==> src/rtl/dba_pkg.sv <==
// ----------------------------------------------------------------------------
// dba_pkg
// Shared types and constants of the packed BCD decimal ALU.
// ----------------------------------------------------------------------------
package dba_pkg;

  localparam int unsigned MaxDigits = 16;
  localparam int unsigned WordW     = 4 * MaxDigits;

  typedef enum logic [2:0] {
    FUNC_ADD = 3'd0,
    FUNC_SUB = 3'd1,
    FUNC_MUL = 3'd2,
    FUNC_DIV = 3'd3,
    FUNC_CMP = 3'd4
  } func_t;

  typedef enum logic [1:0] {
    ST_OK     = 2'd0,
    ST_CARRY  = 2'd1,
    ST_BORROW = 2'd2,
    ST_DIVZ   = 2'd3
  } status_t;

  typedef struct packed {
    logic [2:0]       func;
    logic [WordW-1:0] operand_a;
    logic [WordW-1:0] operand_b;
  } in_req_t;

  typedef struct packed {
    logic [WordW-1:0] result_digits;
    logic             less_flag;
    logic             equal_flag;
    logic             greater_flag;
    logic [1:0]       status;
  } out_req_t;

  // Shared digit unit control.
  typedef struct packed {
    logic       sub;     // subtract b digit with borrow, else add with carry
    logic [3:0] a_dig;
    logic [3:0] b_dig;
    logic       cin;
  } du_ctl_t;

  typedef struct packed {
    logic [3:0] sum;
    logic       cout;
  } du_res_t;

endpackage

==> src/rtl/dba_digit_unit.sv <==
// ----------------------------------------------------------------------------
// dba_digit_unit
// One-digit BCD adder/subtractor with carry or borrow in and out.
// ----------------------------------------------------------------------------
module dba_digit_unit (
  input  dba_pkg::du_ctl_t ctl,
  output dba_pkg::du_res_t res
);
  import dba_pkg::*;

  logic [4:0] raw;

  always_comb begin
    raw = '0;
    res = '0;
    if (ctl.sub) begin
      raw = {1'b0, ctl.a_dig} - {1'b0, ctl.b_dig} - {4'd0, ctl.cin};
      if (raw[4]) begin
        res.sum  = 4'(raw[3:0] + 4'd10);
        res.cout = 1'b1;
      end else begin
        res.sum  = raw[3:0];
        res.cout = 1'b0;
      end
    end else begin
      raw = {1'b0, ctl.a_dig} + {1'b0, ctl.b_dig} + {4'd0, ctl.cin};
      if (raw > 5'd9) begin
        res.sum  = 4'(raw - 5'd10);
        res.cout = 1'b1;
      end else begin
        res.sum  = raw[3:0];
        res.cout = 1'b0;
      end
    end
  end

endmodule

==> src/rtl/decimal_bcd_alu.sv <==
// ----------------------------------------------------------------------------
// decimal_bcd_alu
// Packed BCD decimal ALU: add, subtract, multiply, divide and compare on
// unsigned DIGITS-digit operands, built around one shared digit unit.
// ----------------------------------------------------------------------------
//
//   channel  ports                          handshake
//   -------  -----------------------------  ------------------------------
//   request  in_req (func, operands)        taken when start && !busy
//   result   out_res (digits, flags, stat)  out_valid high for one cycle
//
// Sequence: one request is worked digit-serially through the shared digit unit.
//   Every request opens with a digit-serial a - b pass that sets the flags.
//   Compare, unused codes and divide by zero finish after it; add/subtract
//   take a second pass. Multiply adds a into the partial product once per
//   unit of each b digit, each add walking every digit plus a carry step,
//   with one sequencing step per add and per digit. Divide is restoring
//   long division: per quotient digit one shift step, up to ten subtract
//   passes and one step to the next digit. The result is shown through a
//   done state and the registered out_valid.
// Reset: synchronous active-low rst_n clears the sequencer; busy drops.
// Stalls: the receiver cannot stall; out_valid pulses for one cycle, during
//   which busy is already low and the next request may be taken.
//
module decimal_bcd_alu #(
  parameter int unsigned DIGITS = 16
) (
  input  logic              clk,
  input  logic              rst_n,
  input  logic              start,
  output logic              busy,
  input  dba_pkg::in_req_t  in_req,
  output logic              out_valid,
  output dba_pkg::out_req_t out_res
);
  import dba_pkg::*;

  localparam int unsigned DW = 4 * DIGITS;
  localparam int unsigned IW = $clog2(DIGITS + 1);

  typedef enum logic [3:0] {
    S_IDLE, S_CMP, S_ADD, S_MADD, S_MNEXT, S_DSHIFT, S_DSUB, S_DNEXT, S_DONE
  } state_t;

  state_t      state_r;
  logic [2:0]  func_r;
  // a and b hold sanitized digits; acc is the working accumulator.
  logic [DW-1:0] a_r, b_r, acc_r, tmp_r, q_r;
  // Multiply: acc holds the low product digits, hi the upper ones.
  logic [DW-1:0] hi_r;          // multiply upper product digits
  logic [IW-1:0] idx_r;         // digit position within a pass
  logic [IW-1:0] pos_r;         // outer digit position
  logic [3:0]    cnt_r;         // repeat count for the current outer digit
  logic          carry_r;
  logic [DW-1:0] res_r;
  logic [1:0]    stat_r;
  logic          ov_r;

  du_ctl_t du_ctl;
  du_res_t du_res;

  dba_digit_unit u_du (.ctl(du_ctl), .res(du_res));

  function automatic logic [WordW-1:0] sanitize(input logic [WordW-1:0] x);
    logic [WordW-1:0] y;
    y = '0;
    for (int i = 0; i < MaxDigits; i++) begin
      if (i < DIGITS) y[4*i +: 4] = (x[4*i +: 4] > 4'd9) ? 4'd9 : x[4*i +: 4];
    end
    return y;
  endfunction

  logic [WordW-1:0] a_san, b_san;
  assign a_san = sanitize(in_req.operand_a);
  assign b_san = sanitize(in_req.operand_b);

  logic [3:0] dig_a, dig_b;
  logic [IW-1:0] last_idx;
  assign last_idx = IW'(DIGITS - 1);

  // Digit position in {hi,acc} for multiply add.
  logic [IW:0]  mpos;
  logic [3:0]   mdig;
  logic [IW:0]  hpos;
  always_comb begin
    mpos = {1'b0, idx_r} + {1'b0, pos_r};
    hpos = (IW+1)'(mpos - (IW+1)'(DIGITS));
    if (mpos < (IW+1)'(DIGITS)) mdig = acc_r[4*mpos[IW-1:0] +: 4];
    else                        mdig = hi_r[4*hpos[IW-1:0] +: 4];
  end

  // Operand selection for the digit unit by state.
  always_comb begin
    du_ctl = '0;
    dig_a  = '0;
    dig_b  = '0;
    case (state_r)
      S_CMP: begin
        du_ctl.sub = 1'b1;
        dig_a = a_r[4*idx_r +: 4];
        dig_b = b_r[4*idx_r +: 4];
      end
      S_ADD: begin
        du_ctl.sub = (func_r == FUNC_SUB);
        dig_a = a_r[4*idx_r +: 4];
        dig_b = b_r[4*idx_r +: 4];
      end
      S_MADD: begin
        // add a shifted by pos into {hi,acc}; idx runs 0..DIGITS over a,
        // and the last step walks the carry into the next digit.
        dig_a = mdig;
        dig_b = (idx_r < IW'(DIGITS)) ? a_r[4*idx_r +: 4] : 4'd0;
      end
      S_DSUB: begin
        du_ctl.sub = 1'b1;
        dig_a = tmp_r[4*idx_r +: 4];
        dig_b = b_r[4*idx_r +: 4];
      end
      default: ;
    endcase
    du_ctl.a_dig = dig_a;
    du_ctl.b_dig = dig_b;
    du_ctl.cin   = carry_r;
  end

  logic [DW-1:0] shifted;
  assign shifted = {tmp_r[DW-5:0], a_r[4*pos_r +: 4]};

  always_ff @(posedge clk) begin
    if (!rst_n) begin
      state_r   <= S_IDLE;
      out_valid <= 1'b0;
    end else begin
      out_valid <= (state_r == S_DONE);
      case (state_r)
        S_IDLE: begin
          if (start) begin
            func_r  <= in_req.func;
            a_r     <= a_san[DW-1:0];
            b_r     <= b_san[DW-1:0];
            idx_r   <= '0;
            carry_r <= 1'b0;
            state_r <= S_CMP;
          end
        end
        S_CMP: begin
          // a - b digit-serial: final borrow gives less.
          if (idx_r == last_idx) begin
            idx_r   <= '0;
            carry_r <= 1'b0;
            ov_r    <= du_res.cout;
            res_r   <= '0;
            stat_r  <= (func_r == FUNC_DIV && b_r == '0) ? ST_DIVZ : ST_OK;
            case (func_r)
              FUNC_MUL: begin
                acc_r <= '0; hi_r <= '0; pos_r <= '0; cnt_r <= '0;
                state_r <= S_MNEXT;
              end
              FUNC_DIV: begin
                tmp_r <= '0; q_r <= '0; pos_r <= last_idx;
                state_r <= (b_r == '0) ? S_DONE : S_DSHIFT;
              end
              FUNC_ADD, FUNC_SUB: state_r <= S_ADD;
              default: state_r <= S_DONE;
            endcase
          end else begin
            carry_r <= du_res.cout;
            idx_r   <= idx_r + 1'b1;
          end
        end
        S_ADD: begin
          res_r[4*idx_r +: 4] <= du_res.sum;
          if (idx_r == last_idx) begin
            if (du_res.cout)
              stat_r <= (func_r == FUNC_SUB) ? ST_BORROW : ST_CARRY;
            state_r <= S_DONE;
          end else begin
            carry_r <= du_res.cout;
            idx_r   <= idx_r + 1'b1;
          end
        end
        S_MNEXT: begin
          // pick next multiplier digit count, or finish
          if (cnt_r == b_r[4*pos_r +: 4]) begin
            cnt_r <= '0;
            if (pos_r == last_idx) begin
              res_r  <= acc_r;
              stat_r <= (hi_r != '0) ? ST_CARRY : ST_OK;
              state_r <= S_DONE;
            end else begin
              pos_r <= pos_r + 1'b1;
            end
          end else begin
            cnt_r   <= cnt_r + 1'b1;
            idx_r   <= '0;
            carry_r <= 1'b0;
            state_r <= S_MADD;
          end
        end
        S_MADD: begin
          // one digit of {hi,acc} += a << pos per step; idx runs 0..DIGITS
          if (mpos < (IW+1)'(DIGITS)) acc_r[4*mpos[IW-1:0] +: 4] <= du_res.sum;
          else                        hi_r[4*hpos[IW-1:0] +: 4]  <= du_res.sum;
          carry_r <= du_res.cout;
          if (idx_r == IW'(DIGITS)) state_r <= S_MNEXT;
          else                      idx_r   <= idx_r + 1'b1;
        end
        S_DSHIFT: begin
          // bring down digit pos of a into the remainder
          tmp_r   <= shifted;
          idx_r   <= '0;
          carry_r <= 1'b0;
          cnt_r   <= '0;
          state_r <= S_DSUB;
        end
        S_DSUB: begin
          if (idx_r == last_idx) begin
            idx_r   <= '0;
            carry_r <= 1'b0;
            if (du_res.cout) begin
              // remainder below b: keep tmp, record quotient digit
              q_r[4*pos_r +: 4] <= cnt_r;
              state_r <= S_DNEXT;
            end else begin
              tmp_r <= {du_res.sum, acc_r[DW-5:0]};
              cnt_r <= cnt_r + 1'b1;
            end
          end else begin
            acc_r[4*idx_r +: 4] <= du_res.sum;
            carry_r <= du_res.cout;
            idx_r   <= idx_r + 1'b1;
          end
        end
        S_DNEXT: begin
          if (pos_r == '0) begin
            res_r   <= q_r;
            state_r <= S_DONE;
          end else begin
            pos_r   <= pos_r - 1'b1;
            state_r <= S_DSHIFT;
          end
        end
        S_DONE: begin
          state_r <= S_IDLE;
        end
        default: state_r <= S_IDLE;
      endcase
    end
  end

  // Relation flags from the compare pass: ov holds the borrow of a - b.
  assign busy = (state_r != S_IDLE);

  always_comb begin
    out_res               = '0;
    out_res.result_digits = WordW'(res_r);
    out_res.less_flag     = ov_r;
    out_res.equal_flag    = (a_r == b_r);
    out_res.greater_flag  = !ov_r && (a_r != b_r);
    out_res.status        = stat_r;
  end

endmodule

==> config.mk <==
export PLATFORM = sky130hd
export DESIGN_NAME = decimal_bcd_alu
export DESIGN_NICKNAME = d
export VERILOG_FILES = /design/src/rtl/dba_pkg.sv /design/src/rtl/dba_digit_unit.sv /design/src/rtl/decimal_bcd_alu.sv
export SDC_FILE = /design/constraint.sdc
export NUM_CORES = 1
export LEC_CHECK = 0
export BUFFER_PORTS_ARGS = -buffer_cell sky130_fd_sc_hd__buf_4
export CAP_MARGIN = 20
export CORE_UTILIZATION = 30
export DETAILED_ROUTE_END_ITERATION = 10
export HOLD_SLACK_MARGIN = 0.12
export PLACE_DENSITY = 0.49
export SYNTH_ARGS = -nofsm -noshare
export SYNTH_HDL_FRONTEND = slang
export SYNTH_SLANG_ARGS = --single-unit
==> constraint.sdc <==
create_clock -name clk -period 16.3 [get_ports clk]
set_input_delay 2.445 -clock clk [delete_from_list [all_inputs] [get_ports clk]]
set_output_delay 2.445 -clock clk [all_outputs]
set_load 0.005 [all_outputs]
==> run metrics, run 1 <==
maximum clock rate 142 MHz; Skew-Pair Late Insertion Delay 0.67 ns; core area 92100 sq um; HP Class register to register; DR top layer met5; CTS tree yes; DRT Wirelength 108 mm; Final HPWL DP 78.7 mm; WL met3 8.82 mm; die width 308 um; via count of the first global-routing pass 21500; Iteration-0 DRC Markers 2395; drt via density 5.82; RSZ-0062 raised after global routing no; top-area cell type share of the netlist area 50.2%; Hold Crit Endpoint tmp_r[34]; total power 5250 uW; Worst-Margin Slew 1.11 ns; Clock Skew 0.0561 ns; LEAKAGE 0.0113 uW; die height 308 um; Metal-1 WL 42.7 mm; Clock Tree Buf Depth 3; Slew Limit Headroom 25.6%; top-count cell post-synth edfxtp_1; clock root cell clkbuf_16; Inserted Clock Buffers 56; WHS 0.554 ns; Hold Violations, Final 0; reg2reg end q_r[38]; PD cells 162 nW/um^2; post-route cell area 32500 sq um; Synth async-reset ratio 0%; startpoint of the worst hold path tmp_r[30]; final setup vio count 0; DRT Pass-1 Iters 6; Mapped Cells 2420; Crit. End Element register; DR vias 22200; Final ANT Viol Nets 0; largest net degree at the start of global routing 82; die area 94700 sq um; Setup Crit Path Kind register to register; max-slew violation count 0; remaining global-route overflow 0; sequential area share after synthesis 50.6%; R2R setup slack 9.26 ns; Max Cap Viol 0; Final TNS setup 0 ns; Layout Nets 2706; Yosys warning count 0; Initial Util 30.5%; Top Ports 205; WL met2 51.7 mm; Critical Path Fanout Max 64; WP data arrival 7.33 ns; # Post-CTS Setup Buffers 0; area leader, netlist edfxtp_1; area post-placement 30800 sq um; H-Tree Depth 2; synthesized area per cell 11.6 sq um; top cells by area, synth edfxtp_1 (50%), mux4_2 (9.2%), mux2i_1 (4.1%); ys flop type edfxtp_1; first-pass GRT wire length 155 mm; reg2reg path depth 20; Non-Filler Instances 3814; antenna violations before repair 5; Area growth, synth to finish 15.8%; most frequent cells after synthesis edfxtp_1 (469), nor2_1 (193), nand2_1 (182); critical path required time 16.58 ns; DRC Markers 0; status completed; footprint of the multi-input gates 13100 sq um; Sink Count 474; Synth Register Bits 474; CP startpoint kind register; Clock transition at path regs 0.06 ns; gr usage total 22.3%; row count 111; placed cell count 3714; port bufs 204; Netlist Area Pre-Place 28000 sq um; # fillers 9065; reg2reg start state_r[1]; GPL Wtd Cong 0.941; post-layout minimum cycle time 7.04 ns; Final Cycle Share 43.2%; Worst Hold Path Cells 1; layout cells sized above 1 18.5%; sequential cell area 14200 sq um; Max IR drop VDD 0.000112 V; DR WL/cell 28.2 um; Post-Syn Nets 2596; Synth cell types 79; Post-synth EDFFs 469; CTS-repair resized insts 0; Hold Buf Count CTS 0
-- report_power, final --
| part | leakage (uW) | internal [uW] | total (uW) | switching, uW |
|---|---|---|---|---|
| Combinational | 0.00600 | 763 | 2250 | 1480 |
| Clock | 0.000817 | 661 | 1200 | 536 |
| Sequential | 0.00450 | 1570 | 1810 | 233 |
| Total | 0.0113 | 3000 | 5250 | 2250 |
-- cells by family after synthesis --
logic type,share of synthesized area (%)
compound gates,13.9
xor+xnor,2.86
fa+ha+maj,2.03
buf+inv,3.27
flops,50.6
mux,13.8
simple gates,13.5
-- layout make-up --
| class | count | share of cell area [%] |
|---|---|---|
| sequential | 474 | 43.7 |
| multi-input combinational | 1714 | 40.2 |
| timing repair buffer | 243 | 5.65 |
| tap | 1243 | 4.79 |
| clock buffer | 69 | 4.46 |
| clock inverter | 29 | 0.743 |
| inverter | 41 | 0.474 |
| antenna | 1 | 0.00770 |
-- per-stage QoR --
stage | setup WS, ns | util (%)
global route | 8.74 | 35.3
global placement | 9.03 | 33.4
CTS | 9.02 | 35.3
floorplan | 5.97 | -
finish | 9.26 | 35.3
detailed placement | 9.03 | 33.4
-- worst max-delay path, stage by stage, from the launching register on --
cell,delay (ns)
dfxtp_1,0.78
nand2b_1,0.23
nor3_2,0.42
buf_4,0.49
buf_4,0.54
nand2_1,0.13
o221a_4,0.30
or2_2,0.28
o311a_1,0.20
fa_1,0.47
xor2_1,0.31
ha_1,0.21
nand2_1,0.05
nand2_1,0.10
nand2_1,0.05
o21ai_0,0.44
nor2_1,0.08
a21oi_1,0.48
nand2_1,0.18
a21oi_4,0.15
buf_4,0.66
-- registers in the layout (all words and copies together) (netlist names), 3 cells and up --
register and cells:
func_r 3, cnt_r 4, idx_r 5, hi_r 64, state_r 4, b_r 64
acc_r 64, a_r 64, tmp_r 64, res_r 64, pos_r 5, q_r 64
-- metal layers --
metal | vias to the layer above | track usage [%]
met5 | - | 0
met2 | 1270 | 37.0
li1 | 9593 | -
met4 | 6 | 8.60
met1 | 11100 | 28.6
met3 | 232 | 4.23
-- how the worst max path moves through the flow --
stage	slack, ns	cells after the start	from	end
6_report	9.26	20	state_r[1]	q_r[38]
5_1_grt	8.74	21	pos_r[3]	q_r[6]
4_1_cts	9.02	21	idx_r[0]	q_r[52]
3_5_place_dp	9.03	21	idx_r[0]	q_r[36]
3_3_place_gp	9.03	21	idx_r[0]	q_r[36]
2_1_floorplan	5.97	21	idx_r[0]	tmp_r[0]
-- cell usage in the layout (no fill, tap or decap), types with 17 or more instances in the layout --
| cell type | netlist | layout |
|---|---|---|
| clkbuf_16 | 0 | 56 |
| nand2b_1 | 40 | 40 |
| nor4_1 | 56 | 55 |
| a31oi_1 | 17 | 17 |
| nand3_1 | 94 | 94 |
| a21oi_1 | 101 | 99 |
| nand4_1 | 25 | 25 |
| inv_1 | 41 | 40 |
| nor2b_1 | 80 | 80 |
| buf_4 | 4 | 242 |
| nor2_1 | 193 | 193 |
| o22ai_1 | 39 | 39 |
| edfxtp_1 | 469 | 469 |
| nor3_1 | 20 | 17 |
| mux2i_1 | 115 | 115 |
| mux4_2 | 114 | 114 |
| a22o_1 | 113 | 113 |
| o21ai_0 | 125 | 125 |
| ha_1 | 36 | 35 |
| a22oi_1 | 98 | 98 |
| or2_2 | 17 | 17 |
| nand2_1 | 182 | 179 |
| xor2_1 | 76 | 76 |
| and2_1 | 23 | 22 |
No activity file was read; power rests on OpenSTA's default activity.
==> run 2: changes to the inputs <==
Settings changed: ABC_AREA from default to 1.
Clock period 16.3 ns to 6.63 ns, I/O delays scaled along.
==> run metrics, run 2 <==
sequential area share after synthesis 48.5% (-2.0 points); Final ANT Viol Nets 0 (unchanged); Clock Tree Buf Depth 3 (unchanged); drt via density 5.42 (-6.9%); GPL Wtd Cong 0.940 (about the same); Sink Count 474 (unchanged); most common cell after layout, fill and taps aside nand2_1; Non-Filler Instances 5040 (+32%); commonest cells after routing, fill and taps aside nand2_1 (660), o21ai_0 (528), edfxtp_1 (469); PD cells 335 nW/um^2 (+110%); Clock transition at path regs 0.06 ns (about the same); LEAKAGE 0.0131 uW (+16%); DR vias 27300 (+23%); largest family of logic cells by synthesized area compound AO/OA/AOI/OAI gates; Max IR drop VDD 0.000249 V (+120%); CTS tree yes; CP Launch Point idx_r[0]; synthesized area per cell 8.13 sq um (-30%); Hold Buf Count CTS 0 (unchanged); Worst-Margin Slew 1.13 ns (+0.0274 ns); gr usage total 24.1% (+1.8 points); # fillers 10200 (+12%); Synth Register Bits 474 (unchanged); DR WL/cell 24.0 um (-15%); Synth Area in Compound Gates 20.3% (+6.3 points); die width 314 um (+2.1%); post-synthesis xor/xnor area fraction 1.76% (-1.1 points); critical path required time 7.14 ns (-9.44 ns); clock root cell clkbuf_16; simple-gate share of the synthesized area 19.0% (+5.5 points); Crit. End Element register; reg2reg path depth 27 (+35%); largest net degree at the start of global routing 132 (+61%); top-area cell type share of the netlist area 48.2% (-2.0 points); reg2reg end acc_r[38]; footprint of the multi-input gates 12600 sq um (-3.2%); post-layout minimum cycle time 5.93 ns (-1.11 ns); Hold Violations, Final 0 (unchanged); die height 314 um (+2.1%); pre-CTS setup slack 0.759 ns (-8.27 ns); Setup Crit Path Kind register to register; Synth cell types 62 (-22%); Post-synth EDFFs 469 (unchanged); die area 98700 sq um (+4.2%); Critical Path Fanout Max 17 (-73%); row count 114 (+2.7%); max-slew violation count 0 (unchanged); Synth async-reset ratio 0% (unchanged); placed cell count 4934 (+33%); area leader, netlist edfxtp_1; core area 96600 sq um (+4.9%); DRT Pass-1 Iters 6 (unchanged); Top Ports 205 (unchanged); top cells by area, synth edfxtp_1 (48%), o21ai_0 (9.0%), nand2_1 (8.5%); Final TNS setup 0 ns (unchanged); layout cells sized above 1 11.5% (-7.0 points); Area growth, synth to finish 16.7%; post-synthesis mux area share 0% (-14 points); Clock Skew 0.0338 ns (-0.0224 ns); final cell utilization of the core 35.3% (+0.046 points); CP startpoint kind register; top-count cell post-synth nand2_1; antenna cell count 0 (-1); Max Cap Viol 0 (unchanged); HP Class input pin to register; via count of the first global-routing pass 25500 (+19%); Skew-Pair Late Insertion Delay 0.68 ns (about the same); CTS-repair resized insts 0 (unchanged); Mapped Cells 3592 (+48%); Final Cycle Share 89.5% (+46 points); status completed; antenna violations before repair 0 (-5); Initial Util 30.3% (-0.20 points); Netlist Area Pre-Place 29200 sq um (+4.2%); R2R setup slack 0.70 ns (-8.56 ns); ys flop type edfxtp_1; Slew Limit Headroom 24.4% (-1.3 points); remaining global-route overflow 0 (unchanged); Iteration-0 DRC Markers 3341 (+39%); sequential cell area 14200 sq um (unchanged); Post-Syn Nets 3768 (+45%); DRC Markers 0 (unchanged); DRT Wirelength 121 mm (+12%); Adder-Cell Fraction of Synth Area 1.95% (-0.082 points); WP data arrival 6.44 ns (-0.89 ns); Inserted Clock Buffers 56 (unchanged); Final HPWL DP 90.2 mm (+15%); Yosys warning count 0 (unchanged); final setup vio count 0 (unchanged); maximum clock rate 169 MHz (+19%); first-pass GRT wire length 176 mm (+14%); total power 11400 uW (+120%); Final Worst Setup Slack 0.698 ns (-8.56 ns); # Post-CTS Setup Buffers 0 (unchanged); Layout Nets 3892 (+44%); H-Tree Depth 2 (unchanged); RSZ-0062 raised after global routing no; reg2reg start idx_r[0]; port bufs 204 (unchanged); Worst Setup EP acc_r[38]; startpoint of the worst hold path in_req[123]; most frequent cells after synthesis nand2_1 (660), o21ai_0 (528), edfxtp_1 (469)
==> run 2: cell count changes after synthesis, moves of 113 or more <==
cell / change
o21ai_0: +403
nand2_1: +478
mux2i_1: -115
mux4_2: -114
a21oi_1: +217
inv_1: +386
a22o_1: -113
==> run 2: critical path, stage by stage, from the launching register on <==
cell      delay, ns
edfxtp_1       0.40
ha_2           0.22
fa_1           0.51
inv_1          0.43
buf_4          0.30
o21ai_0        0.11
o21ai_0        0.16
nand2_1        0.07
a21oi_1        0.14
a211o_1        0.12
nand4_1        0.21
fa_1           0.50
inv_1          0.09
fa_1           0.49
ha_1           0.24
nand2_1        0.05
nand2_1        0.06
nand3_1        0.08
nand2_1        0.07
inv_1          0.12
nand2_1        0.06
o211ai_1       0.10
nand2_2        0.30
nor2_2         0.22
nand2_1        0.21
nor2_1         0.26
nor2_1         0.09
o22ai_1        0.15
==> run 2: layer usage <==
layer	up-vias	track usage (%)	wire length [um]
li1	12700	-	-
met1	13100	34.1	53000
met2	1348	36.6	53000
met3	205	3.81	9890
met4	0	9.17	4890
met5	-	0	0
==> run 2: worst min path at each step <==
| stage | to | depth (start not counted) | slack [ns] |
|---|---|---|---|
| after floorplan | state_r[2] | 2 | 0.48 |
| after global placement | state_r[2] | 2 | 0.51 |
| after detailed placement | state_r[2] | 2 | 0.51 |
| after CTS | a_r[59] | 1 | 0.47 |
| after global routing | a_r[59] | 1 | 0.48 |
| final | a_r[59] | 1 | 0.50 |
==> run 2: area by class of cell <==
| class | instances | share of cell area, % |
|---|---|---|
| multi-input combinational | 2469 | 37.1 |
| clock inverter | 35 | 1.21 |
| tap | 1276 | 4.68 |
| sequential | 474 | 41.6 |
| timing repair buffer | 264 | 6.10 |
| clock buffer | 71 | 4.39 |
| inverter | 451 | 4.96 |
==> run 2: kinds of logic after synthesis <==
group,Yosys count
compound gates,1075
flops,474
buf+inv,649
simple gates,1294
xor+xnor,58
fa+ha+maj,42
==> run 2: metrics by stage <==
stage / cell area [sq um] / hold WS [ns]
after floorplan: 29200 / 0.482
after global placement: 32200 / 0.509
final: 34100 / 0.504
after global routing: 34100 / 0.482
after detailed placement: 32200 / 0.515
after CTS: 34100 / 0.467
==> run 2: report_power, final <==
group          internal [uW]  total [uW]  switching [uW]
combinational           1110        4100            2990
clock                   1920        3290            1380
sequential              3700        4030             324
